File: src/design/scc_pkg.sv
`timescale 1ns / 1ps

package scc_pkg;

  // Field widths fixed by the interface
  localparam int COORD_W   = 16;
  localparam int CFG_W     = 10;
  localparam int REG_IDX_W = 2;

  // Configuration register indexes
  localparam logic [REG_IDX_W-1:0] REG_CENTRE_X    = 2'd0;
  localparam logic [REG_IDX_W-1:0] REG_CENTRE_Y    = 2'd1;
  localparam logic [REG_IDX_W-1:0] REG_RING_RADIUS = 2'd2;

  // Configuration reset values
  localparam logic [CFG_W-1:0] CENTRE_X_RST    = 10'd160;
  localparam logic [CFG_W-1:0] CENTRE_Y_RST    = 10'd120;
  localparam logic [CFG_W-1:0] RING_RADIUS_RST = 10'd100;

  // Controller to datapath commands
  typedef struct packed {
    logic load;        // latch the segment, reset the trial counter
    logic issue;       // launch the next trial point into the pipe
    logic flush;       // drop trials still in flight
    logic take_hit;    // capture the trial leaving the pipe as the result
    logic take_start;  // capture the start point as the result
    logic out_load;    // move the result into the output register
  } scc_cmd_t;

  // Datapath to controller status
  typedef struct packed {
    logic issue_last;  // trial counter sits on the trial nearest the start
    logic res_valid;   // a trial leaves the pipe this cycle
    logic res_inside;  // that trial lies inside the circle
    logic res_last;    // that trial is the one nearest the start
  } scc_stat_t;

endpackage

File: src/design/segment_clip_to_circle.sv
// Channel   Direction  Handshake            Payload
// in_       input      in_valid / in_stall  start_x, start_y, end_x, end_y (16b signed)
// out_      output     out_valid/out_stall  clipped_x, clipped_y (16b signed), was_clipped
// cfg_      input      cfg_valid/cfg_ready  cfg_index (2b), cfg_data (10b)
//
// One segment at a time. The end point and up to STEP_COUNT-1 trial points stream
// through a four-stage compute pipe, one per cycle. The output register holds a result
// under out_stall; the next segment is taken once the previous result has entered that
// register. Synchronous active-low reset restores centre (160,120) and radius 100.
`timescale 1ns / 1ps

module segment_clip_to_circle #(
  parameter int STEP_COUNT = 20
) (
  input  logic               clk,
  input  logic               rst_n,
  input  logic               in_valid,
  output logic               in_stall,
  input  logic signed [15:0] in_start_x,
  input  logic signed [15:0] in_start_y,
  input  logic signed [15:0] in_end_x,
  input  logic signed [15:0] in_end_y,
  output logic               out_valid,
  input  logic               out_stall,
  output logic signed [15:0] out_clipped_x,
  output logic signed [15:0] out_clipped_y,
  output logic               out_was_clipped,
  input  logic               cfg_valid,
  output logic               cfg_ready,
  input  logic [1:0]         cfg_index,
  input  logic [9:0]         cfg_data
);
  import scc_pkg::*;

  logic [CFG_W-1:0] centre_x_r, centre_y_r, ring_radius_r;
  scc_cmd_t         cmd;
  scc_stat_t        stat;

  // Configuration registers, unknown indexes ignored
  always_ff @(posedge clk) begin
    if (!rst_n) begin
      centre_x_r    <= CENTRE_X_RST;
      centre_y_r    <= CENTRE_Y_RST;
      ring_radius_r <= RING_RADIUS_RST;
    end else if (cfg_valid && cfg_ready) begin
      case (cfg_index)
        REG_CENTRE_X:    centre_x_r    <= cfg_data;
        REG_CENTRE_Y:    centre_y_r    <= cfg_data;
        REG_RING_RADIUS: ring_radius_r <= cfg_data;
        default: begin
        end
      endcase
    end
  end

  assign cfg_ready = 1'b1;

  scc_ctrl u_ctrl (
    .clk       (clk),
    .rst_n     (rst_n),
    .in_valid  (in_valid),
    .in_stall  (in_stall),
    .out_stall (out_stall),
    .out_valid (out_valid),
    .stat      (stat),
    .cmd       (cmd)
  );

  scc_datapath #(
    .STEP_COUNT (STEP_COUNT)
  ) u_datapath (
    .clk         (clk),
    .rst_n       (rst_n),
    .cmd         (cmd),
    .stat        (stat),
    .start_x     (in_start_x),
    .start_y     (in_start_y),
    .end_x       (in_end_x),
    .end_y       (in_end_y),
    .centre_x    (centre_x_r),
    .centre_y    (centre_y_r),
    .ring_radius (ring_radius_r),
    .clipped_x   (out_clipped_x),
    .clipped_y   (out_clipped_y),
    .was_clipped (out_was_clipped)
  );

endmodule

File: src/design/scc_ctrl.sv
`timescale 1ns / 1ps

module scc_ctrl (
  input  logic              clk,
  input  logic              rst_n,
  input  logic              in_valid,
  output logic              in_stall,
  input  logic              out_stall,
  output logic              out_valid,
  input  scc_pkg::scc_stat_t stat,
  output scc_pkg::scc_cmd_t  cmd
);
  import scc_pkg::*;

  localparam logic [1:0] ST_IDLE = 2'd0;
  localparam logic [1:0] ST_RUN  = 2'd1;
  localparam logic [1:0] ST_DONE = 2'd2;

  logic [1:0] state_r, state_nxt;
  logic       issuing_r, issuing_nxt;
  logic       out_valid_r, out_valid_nxt;
  logic       hit;

  assign hit = stat.res_valid && stat.res_inside;

  // Sequencer: load, stream trials, pick the first hit, hand off
  always_comb begin
    cmd         = '0;
    state_nxt   = state_r;
    issuing_nxt = issuing_r;
    case (state_r)
      ST_IDLE: begin
        if (in_valid) begin
          cmd.load    = 1'b1;
          issuing_nxt = 1'b1;
          state_nxt   = ST_RUN;
        end
      end
      ST_RUN: begin
        if (hit) begin
          cmd.take_hit = 1'b1;
          cmd.flush    = 1'b1;
          issuing_nxt  = 1'b0;
          state_nxt    = ST_DONE;
        end else begin
          cmd.issue = issuing_r;
          if (issuing_r && stat.issue_last) begin
            issuing_nxt = 1'b0;
          end
          // no trial hit: fall back to the start point
          if (stat.res_valid && stat.res_last) begin
            cmd.take_start = 1'b1;
            state_nxt      = ST_DONE;
          end
        end
      end
      ST_DONE: begin
        if (!out_valid_r || !out_stall) begin
          cmd.out_load = 1'b1;
          state_nxt    = ST_IDLE;
        end
      end
      default: begin
        state_nxt   = ST_IDLE;
        issuing_nxt = 1'b0;
      end
    endcase
  end

  // Output register occupancy
  always_comb begin
    if (cmd.out_load) begin
      out_valid_nxt = 1'b1;
    end else if (!out_stall) begin
      out_valid_nxt = 1'b0;
    end else begin
      out_valid_nxt = out_valid_r;
    end
  end

  always_ff @(posedge clk) begin
    if (!rst_n) begin
      state_r     <= ST_IDLE;
      issuing_r   <= 1'b0;
      out_valid_r <= 1'b0;
    end else begin
      state_r     <= state_nxt;
      issuing_r   <= issuing_nxt;
      out_valid_r <= out_valid_nxt;
    end
  end

  assign in_stall  = (state_r != ST_IDLE);
  assign out_valid = out_valid_r;

endmodule

File: src/design/scc_datapath.sv
`timescale 1ns / 1ps

module scc_datapath #(
  parameter int STEP_COUNT = 20
) (
  input  logic               clk,
  input  logic               rst_n,
  input  scc_pkg::scc_cmd_t  cmd,
  output scc_pkg::scc_stat_t stat,
  input  logic signed [15:0] start_x,
  input  logic signed [15:0] start_y,
  input  logic signed [15:0] end_x,
  input  logic signed [15:0] end_y,
  input  logic [9:0]         centre_x,
  input  logic [9:0]         centre_y,
  input  logic [9:0]         ring_radius,
  output logic signed [15:0] clipped_x,
  output logic signed [15:0] clipped_y,
  output logic               was_clipped
);
  import scc_pkg::*;

  // Trial numerator n runs STEP_COUNT down to 1; the trial is start + round(d*n/S)
  localparam int KW     = $clog2(STEP_COUNT + 1);
  localparam int PW     = COORD_W + KW;           // |d| * n
  localparam int NUM_W  = PW + 1;                 // 2*|d|*n + S
  localparam int DIV_D  = 2 * STEP_COUNT;
  localparam int DIV_L  = $clog2(DIV_D);
  localparam int DIV_SH = NUM_W + DIV_L;
  localparam int MAG_W  = NUM_W + 2;
  localparam int PRD_W  = NUM_W + MAG_W;
  // ceil(2^DIV_SH / DIV_D): exact floor division for every NUM_W-bit numerator
  localparam longint MAGIC_L = ((longint'(1) << DIV_SH) + DIV_D - 1) / DIV_D;
  localparam logic [MAG_W-1:0] MAGIC    = MAG_W'(MAGIC_L);
  localparam logic [KW-1:0]    NUM_TOP  = KW'(STEP_COUNT);
  localparam logic [KW-1:0]    NUM_ONE  = KW'(1);
  localparam logic [NUM_W-1:0] NUM_BIAS = NUM_W'(STEP_COUNT);

  // Segment registers
  logic signed [15:0] sx_r, sy_r;
  logic [15:0]        adx_r, ady_r;
  logic               negx_r, negy_r;
  logic [19:0]        r2_r;
  logic [KW-1:0]      num_r;

  logic signed [16:0] dx_w, dy_w;
  assign dx_w = {end_x[15], end_x} - {start_x[15], start_x};
  assign dy_w = {end_y[15], end_y} - {start_y[15], start_y};

  // Load segment and step the trial counter
  always_ff @(posedge clk) begin
    if (cmd.load) begin
      sx_r   <= start_x;
      sy_r   <= start_y;
      negx_r <= dx_w[16];
      negy_r <= dy_w[16];
      adx_r  <= dx_w[16] ? 16'(-dx_w) : dx_w[15:0];
      ady_r  <= dy_w[16] ? 16'(-dy_w) : dy_w[15:0];
      r2_r   <= 20'(ring_radius) * 20'(ring_radius);
      num_r  <= NUM_TOP;
    end else if (cmd.issue) begin
      num_r <= num_r - NUM_ONE;
    end
  end

  // Pipe valids
  logic v1_r, v2_r, v3_r, v4_r;
  always_ff @(posedge clk) begin
    if (!rst_n || cmd.flush) begin
      v1_r <= 1'b0;
      v2_r <= 1'b0;
      v3_r <= 1'b0;
      v4_r <= 1'b0;
    end else begin
      v1_r <= cmd.issue;
      v2_r <= v1_r;
      v3_r <= v2_r;
      v4_r <= v3_r;
    end
  end

  // Stage 1: |d| * n
  logic [PW-1:0] mx1_r, my1_r;
  logic          f1_r, l1_r;
  always_ff @(posedge clk) begin
    if (cmd.issue) begin
      mx1_r <= PW'(adx_r) * PW'(num_r);
      my1_r <= PW'(ady_r) * PW'(num_r);
      f1_r  <= (num_r == NUM_TOP);
      l1_r  <= (num_r == NUM_ONE);
    end
  end

  // Stage 2: (2|d|n + S) times reciprocal of 2S
  logic [NUM_W-1:0] nx_w, ny_w;
  logic [PRD_W-1:0] qx2_r, qy2_r;
  logic             f2_r, l2_r;
  assign nx_w = {mx1_r, 1'b0} + NUM_BIAS;
  assign ny_w = {my1_r, 1'b0} + NUM_BIAS;
  always_ff @(posedge clk) begin
    qx2_r <= PRD_W'(nx_w) * PRD_W'(MAGIC);
    qy2_r <= PRD_W'(ny_w) * PRD_W'(MAGIC);
    f2_r  <= f1_r;
    l2_r  <= l1_r;
  end

  // Stage 3: signed offset onto start, then distance to centre
  logic [15:0]        qx_w, qy_w;
  logic [17:0]        px_w, py_w;
  logic signed [15:0] px3_r, py3_r;
  logic signed [16:0] ox3_r, oy3_r;
  logic               f3_r, l3_r;
  assign qx_w = qx2_r[DIV_SH +: COORD_W];
  assign qy_w = qy2_r[DIV_SH +: COORD_W];
  assign px_w = {{2{sx_r[15]}}, sx_r} + (negx_r ? 18'(-{2'b00, qx_w}) : {2'b00, qx_w});
  assign py_w = {{2{sy_r[15]}}, sy_r} + (negy_r ? 18'(-{2'b00, qy_w}) : {2'b00, qy_w});
  always_ff @(posedge clk) begin
    px3_r <= px_w[15:0];
    py3_r <= py_w[15:0];
    ox3_r <= $signed({px_w[15], px_w[15:0]} - {7'b0, centre_x});
    oy3_r <= $signed({py_w[15], py_w[15:0]} - {7'b0, centre_y});
    f3_r  <= f2_r;
    l3_r  <= l2_r;
  end

  // Stage 4: squares
  logic signed [33:0] sqx4_r, sqy4_r;
  logic signed [15:0] px4_r, py4_r;
  logic               f4_r, l4_r;
  always_ff @(posedge clk) begin
    sqx4_r <= ox3_r * ox3_r;
    sqy4_r <= oy3_r * oy3_r;
    px4_r  <= px3_r;
    py4_r  <= py3_r;
    f4_r   <= f3_r;
    l4_r   <= l3_r;
  end

  // Inside test on the trial leaving the pipe
  logic [34:0] dist2_w;
  assign dist2_w = {1'b0, $unsigned(sqx4_r)} + {1'b0, $unsigned(sqy4_r)};

  always_comb begin
    stat            = '0;
    stat.issue_last = (num_r == NUM_ONE);
    stat.res_valid  = v4_r;
    stat.res_inside = (dist2_w <= {15'b0, r2_r});
    stat.res_last   = l4_r;
  end

  // Result capture and output register
  logic signed [15:0] res_x_r, res_y_r, out_x_r, out_y_r;
  logic               res_clip_r, out_clip_r;
  always_ff @(posedge clk) begin
    if (cmd.take_hit) begin
      res_x_r    <= px4_r;
      res_y_r    <= py4_r;
      res_clip_r <= !f4_r;   // the full-length trial is the end point itself
    end else if (cmd.take_start) begin
      res_x_r    <= sx_r;
      res_y_r    <= sy_r;
      res_clip_r <= 1'b1;
    end
    if (cmd.out_load) begin
      out_x_r    <= res_x_r;
      out_y_r    <= res_y_r;
      out_clip_r <= res_clip_r;
    end
  end

  assign clipped_x   = out_x_r;
  assign clipped_y   = out_y_r;
  assign was_clipped = out_clip_r;

endmodule

File: config.mk
export PLATFORM = sky130hd
export DESIGN_NAME = segment_clip_to_circle
export DESIGN_NICKNAME = d
export VERILOG_FILES = /design/src/design/scc_pkg.sv /design/src/design/segment_clip_to_circle.sv /design/src/design/scc_ctrl.sv /design/src/design/scc_datapath.sv
export SDC_FILE = /design/constraint.sdc
export NUM_CORES = 2
export LEC_CHECK = 0
export ABC_AREA = 1
export BUFFER_PORTS_ARGS = -buffer_cell sky130_fd_sc_hd__buf_4
export CORE_MARGIN = 5
export CORE_UTILIZATION = 40
export CTS_CLUSTER_SIZE = 40
export DETAILED_ROUTE_END_ITERATION = 6
export GPL_ROUTABILITY_DRIVEN = 1
export SLEW_MARGIN = 20
export SYNTH_ARGS = -nofsm -noshare
export SYNTH_HDL_FRONTEND = slang
export SYNTH_HIERARCHICAL = 1
export SYNTH_SLANG_ARGS = --single-unit
File: constraint.sdc
create_clock -name clk -period 8.7 [get_ports clk]
set_input_delay 2.61 -clock clk [delete_from_list [all_inputs] [get_ports clk]]
set_output_delay 2.61 -clock clk [all_outputs]
set_load 0.005 [all_outputs]
==> summary.md <==
* slew margin rel.: 25.2%
* wire length of the first global-routing pass: 274,000 um
* footprint of the flip-flops and latches: 10,800 um^2
* number of detailed-routing iterations run before antenna repair: 6
* Crit. End Element: register
* Final Core Density: 43.2%
* fraction of synthesized cell area taken by the top area cell type: 29.6%
* total via count in the routed design: 48,600
* maximum fanout encountered on the critical timing path: 5
* arrival time reported for the critical path endpoint: 7.83 ns
* global routing usage on met2: 34.2%
* warnings from Yosys: 6
* post-route worst setup slack: 1.41 ns
* summed instance area of the synthesized netlist: 64,200 um^2
* Critical Path Start Type: register
* Die Span Y: 411 um
* Die ar.: 169,000 um^2
* post-layout instance count excluding filler cells: 9,923
* Worst Tran Pin Value: 1.12 ns
* detail-routed net length per standard cell: 17.0 um
* total number of nets in the final design: 9,587
* Post CTS Setup Buffer Count: 0
* width of the chip: 411 um
* busiest layer in global routing: met2
* maximum number of pins on one net before global-route repair: 71
* met1 Resource Use GR: 27.5%
* number of antenna violations at the first check in global routing: 5
* clock tree from TritonCTS: done
* number of buffers created by CTS: 55
* HPWL after DPL: 145,000 um
* Post-CTS Hold Fix Bufs: 0
* GR Overflow Total: 0
* average via count per standard cell: 4.90
* run status: completed
* total wirelength of the detailed-routed design: 168,000 um
* FILL cells: 15,900
* H-tree levels: 2
* core area: 160,000 um^2
* combined area of the multi-input logic cells: 45,500 um^2
* clk buf depth: 3
* fmax: 137 MHz
* max cap viols: 0
* TritonCTS sink count: 440
* starting utilization of the core area: 40.1%
* number of DRC markers after the initial detailed-route iteration: 2,639
* RePlAce Congestion: 0.924
* average instance area after synthesis: 8.31 um^2
* fraction of final layout cells with drive strength greater than 1: 3.92%
* via count of the first global-routing pass: 51,600
* ports placed on the boundary: 117
* GRT Overall Usage: 20.3%
* source-to-sink clock delay at the later pin of the worst-skew pair: 0.64 ns
* Placement Rows: 147
* DRC violations left: 0
* cts repair resizes: 0
* shortest period the worst path allows: 7.29 ns
* unrepaired setup endpoints after global routing: no
* max-slew violation total from the final report: 0
* met3 capacity usage during global routing: 2.38%
* Final Hold Viols: 0
* net count of the mapped netlist: 9,525
* Placement Setup Slack: 1.48 ns
* Period Utilization, post-route: 83.7%
* endpoint required time on the critical path: 9.24 ns
* setup TNS: 0 ns
* proportion of register bits with asynchronous set or reset after synthesis: 0%
* Post-synth EDFFs: 195
* input/output buffers: 115
* antenna violation net count after detailed routing: 0
* most common flop cell mapped by yosys: sky130_fd_sc_hd__dfxtp_1
* path class of the lowest-slack min-delay path: reg -> reg
* largest cells by area after synthesis: sky130_fd_sc_hd__fa_1, sky130_fd_sc_hd__ha_1, sky130_fd_sc_hd__inv_1
* Root Buffer Master: sky130_fd_sc_hd__clkbuf_16
* number of setup violations in the final report: 0
* Cell Count Post-Placement: 9,819
* number of storage elements in the synthesis netlist: 440
* skew final: 0.0264 ns
* category of the most critical setup path: reg -> reg
* Yosys top cell by area: sky130_fd_sc_hd__fa_1
* layout overhead on the synthesized area: 7.54%
* cells after synthesis: 7,728
* sequential fraction of the synthesis area: 16.8%
* clock-pin slew of the registers on the worst-case setup and hold paths: 0.06 ns
* Distinct cells, synth: 67
layer usage:
| layer | share of wire (%) | up-vias |
|---|---|---|
| met4 | 3.2 | 4 |
| met5 | 0.016 | - |
| met3 | 4.4 | 247 |
| li1 | - | 23600 |
| met1 | 46 | 23700 |
| met2 | 47 | 1042 |
area by class of cell:
class | instances | share of cell area (%)
sequential | 440 | 15.6
antenna | 1 | 0.00362
clock inverter | 30 | 0.420
tap | 2086 | 3.78
clock buffer | 73 | 2.18
inverter | 1968 | 10.7
timing repair buffer | 135 | 1.47
multi-input combinational | 5190 | 65.9
path summary, 6_finish.rpt:
kind / startpoint / end / slack [ns] / depth (start not counted)
max: u_datapath/my1_r[1] / u_datapath/qy2_r[38] / 1.41 / 27
min: u_datapath/px3_r[7] / u_datapath/px4_r[7] / 0.32 / 0
max reg2reg: u_datapath/my1_r[1] / u_datapath/qy2_r[38] / 1.41 / 27
min reg2reg: u_datapath/px3_r[7] / u_datapath/px4_r[7] / 0.32 / 0
logic make-up (layout without fill, tap and decap cells):
family	count (synthesis)	count (layout)	share of synthesized area [%]
simple gates	2441	2441	15.6
buf+inv	2098	2206	12.5
fa+ha+maj	1716	1716	44.5
compound gates	719	719	6.28
flops	440	440	16.8
xor+xnor	313	313	4.33
other cells	1	2	0.00584
synthesized netlist by cell type, types with 4 or more instances:
cell type / number
sky130_fd_sc_hd__inv_1: 1962
sky130_fd_sc_hd__nand2_1: 1562
sky130_fd_sc_hd__fa_1: 951
sky130_fd_sc_hd__ha_1: 765
sky130_fd_sc_hd__nor2_1: 440
sky130_fd_sc_hd__a21oi_1: 345
sky130_fd_sc_hd__dfxtp_1: 245
sky130_fd_sc_hd__nand3_1: 220
sky130_fd_sc_hd__xor2_1: 218
sky130_fd_sc_hd__o21ai_0: 198
sky130_fd_sc_hd__edfxtp_1: 195
sky130_fd_sc_hd__clkbuf_1: 110
sky130_fd_sc_hd__xnor2_1: 90
sky130_fd_sc_hd__nor3_1: 64
sky130_fd_sc_hd__nand4_1: 62
sky130_fd_sc_hd__a21o_1: 37
sky130_fd_sc_hd__a31oi_1: 29
sky130_fd_sc_hd__o21bai_1: 22
sky130_fd_sc_hd__or2_2: 22
sky130_fd_sc_hd__o21a_1: 16
sky130_fd_sc_hd__o31ai_1: 15
sky130_fd_sc_hd__nor4_1: 14
sky130_fd_sc_hd__nand3b_1: 12
sky130_fd_sc_hd__a211oi_1: 10
sky130_fd_sc_hd__nand2_2: 9
sky130_fd_sc_hd__nor2_2: 8
sky130_fd_sc_hd__buf_6: 7
sky130_fd_sc_hd__o211ai_1: 6
sky130_fd_sc_hd__o21ai_1: 6
sky130_fd_sc_hd__a21oi_2: 5
sky130_fd_sc_hd__a221oi_1: 5
sky130_fd_sc_hd__buf_4: 5
sky130_fd_sc_hd__nor2_4: 5
sky130_fd_sc_hd__a21boi_0: 4
sky130_fd_sc_hd__inv_4: 4
sky130_fd_sc_hd__nand2_4: 4
sky130_fd_sc_hd__o2111ai_1: 4
sky130_fd_sc_hd__o221ai_1: 4
critical path, stage by stage (launching register included):
cell and delay (ns):
sky130_fd_sc_hd__edfxtp_1 0.46, sky130_fd_sc_hd__ha_1 0.25, sky130_fd_sc_hd__nor2_1 0.21, sky130_fd_sc_hd__nor2_2 0.10, sky130_fd_sc_hd__nand2_2 0.09, sky130_fd_sc_hd__nor2_4 0.04
sky130_fd_sc_hd__nand2_4 0.08, sky130_fd_sc_hd__xor2_1 0.33, sky130_fd_sc_hd__inv_1 0.14, sky130_fd_sc_hd__ha_1 0.36, sky130_fd_sc_hd__inv_1 0.07, sky130_fd_sc_hd__fa_1 0.48
sky130_fd_sc_hd__inv_1 0.08, sky130_fd_sc_hd__fa_1 0.51, sky130_fd_sc_hd__fa_1 0.61, sky130_fd_sc_hd__inv_1 0.07, sky130_fd_sc_hd__fa_1 0.48, sky130_fd_sc_hd__inv_1 0.05
sky130_fd_sc_hd__fa_1 0.52, sky130_fd_sc_hd__fa_1 0.42, sky130_fd_sc_hd__ha_1 0.35, sky130_fd_sc_hd__nand2_1 0.10, sky130_fd_sc_hd__nor2_1 0.24, sky130_fd_sc_hd__nand2_1 0.14
sky130_fd_sc_hd__nor3_1 0.36, sky130_fd_sc_hd__nand4_1 0.30, sky130_fd_sc_hd__nand3_1 0.22, sky130_fd_sc_hd__xor2_1 0.17
per-stage QoR:
step	instance area [um^2]	hold WS [ns]
floorplan	64200	0.310
global placement	67300	0.310
detailed placement	67300	0.312
CTS	69100	0.315
global route	69100	0.327
finish	69100	0.323
sequential cells by signal, indices dropped and copies added (netlist names), 16 cells and up:
name and cells:
u_datapath/sqx4_r 33, u_datapath/sqy4_r 33, u_datapath/mx1_r 21, u_datapath/my1_r 21, u_datapath/r2_r 19, u_datapath/ox3_r 17
u_datapath/oy3_r 17, u_datapath/adx_r 16, u_datapath/ady_r 16, u_datapath/clipped_x 16, u_datapath/clipped_y 16, u_datapath/px3_r 16
u_datapath/px4_r 16, u_datapath/py3_r 16, u_datapath/py4_r 16, u_datapath/qx2_r 16, u_datapath/qy2_r 16, u_datapath/res_x_r 16
u_datapath/res_y_r 16, u_datapath/sx_r 16, u_datapath/sy_r 16
cells in the final DEF, fill, tap and decap left out, types with 6 or more instances in the layout:
cell | synthesis | routed
sky130_fd_sc_hd__xor2_1 | 218 | 218
sky130_fd_sc_hd__nand4_1 | 62 | 62
sky130_fd_sc_hd__dfxtp_1 | 245 | 243
sky130_fd_sc_hd__clkbuf_16 | 0 | 56
sky130_fd_sc_hd__xnor2_1 | 90 | 90
sky130_fd_sc_hd__nor2_2 | 8 | 8
sky130_fd_sc_hd__o211ai_1 | 6 | 6
sky130_fd_sc_hd__nand2_1 | 1562 | 1562
sky130_fd_sc_hd__nand3b_1 | 12 | 12
sky130_fd_sc_hd__a31oi_1 | 29 | 29
sky130_fd_sc_hd__edfxtp_1 | 195 | 195
sky130_fd_sc_hd__nand2_2 | 9 | 9
sky130_fd_sc_hd__a21o_1 | 37 | 37
sky130_fd_sc_hd__o21a_1 | 16 | 16
sky130_fd_sc_hd__o21ai_0 | 198 | 198
sky130_fd_sc_hd__o21ai_1 | 6 | 6
sky130_fd_sc_hd__nand3_1 | 220 | 220
sky130_fd_sc_hd__inv_1 | 1962 | 1961
sky130_fd_sc_hd__or2_2 | 22 | 22
sky130_fd_sc_hd__buf_4 | 5 | 135
sky130_fd_sc_hd__nor3_1 | 64 | 64
sky130_fd_sc_hd__a211oi_1 | 10 | 10
sky130_fd_sc_hd__o31ai_1 | 15 | 15
sky130_fd_sc_hd__o21bai_1 | 22 | 22
sky130_fd_sc_hd__inv_4 | 4 | 6
sky130_fd_sc_hd__nor2_1 | 440 | 438
sky130_fd_sc_hd__clkbuf_1 | 110 | 13
sky130_fd_sc_hd__ha_1 | 765 | 765
sky130_fd_sc_hd__fa_1 | 951 | 951
sky130_fd_sc_hd__clkinv_2 | 0 | 8
sky130_fd_sc_hd__nor2_4 | 5 | 7
sky130_fd_sc_hd__a21oi_1 | 345 | 344
sky130_fd_sc_hd__nor4_1 | 14 | 14
Power is not shown: default switching activity piles up to over one toggle a cycle in this logic, so the estimate is an artifact.
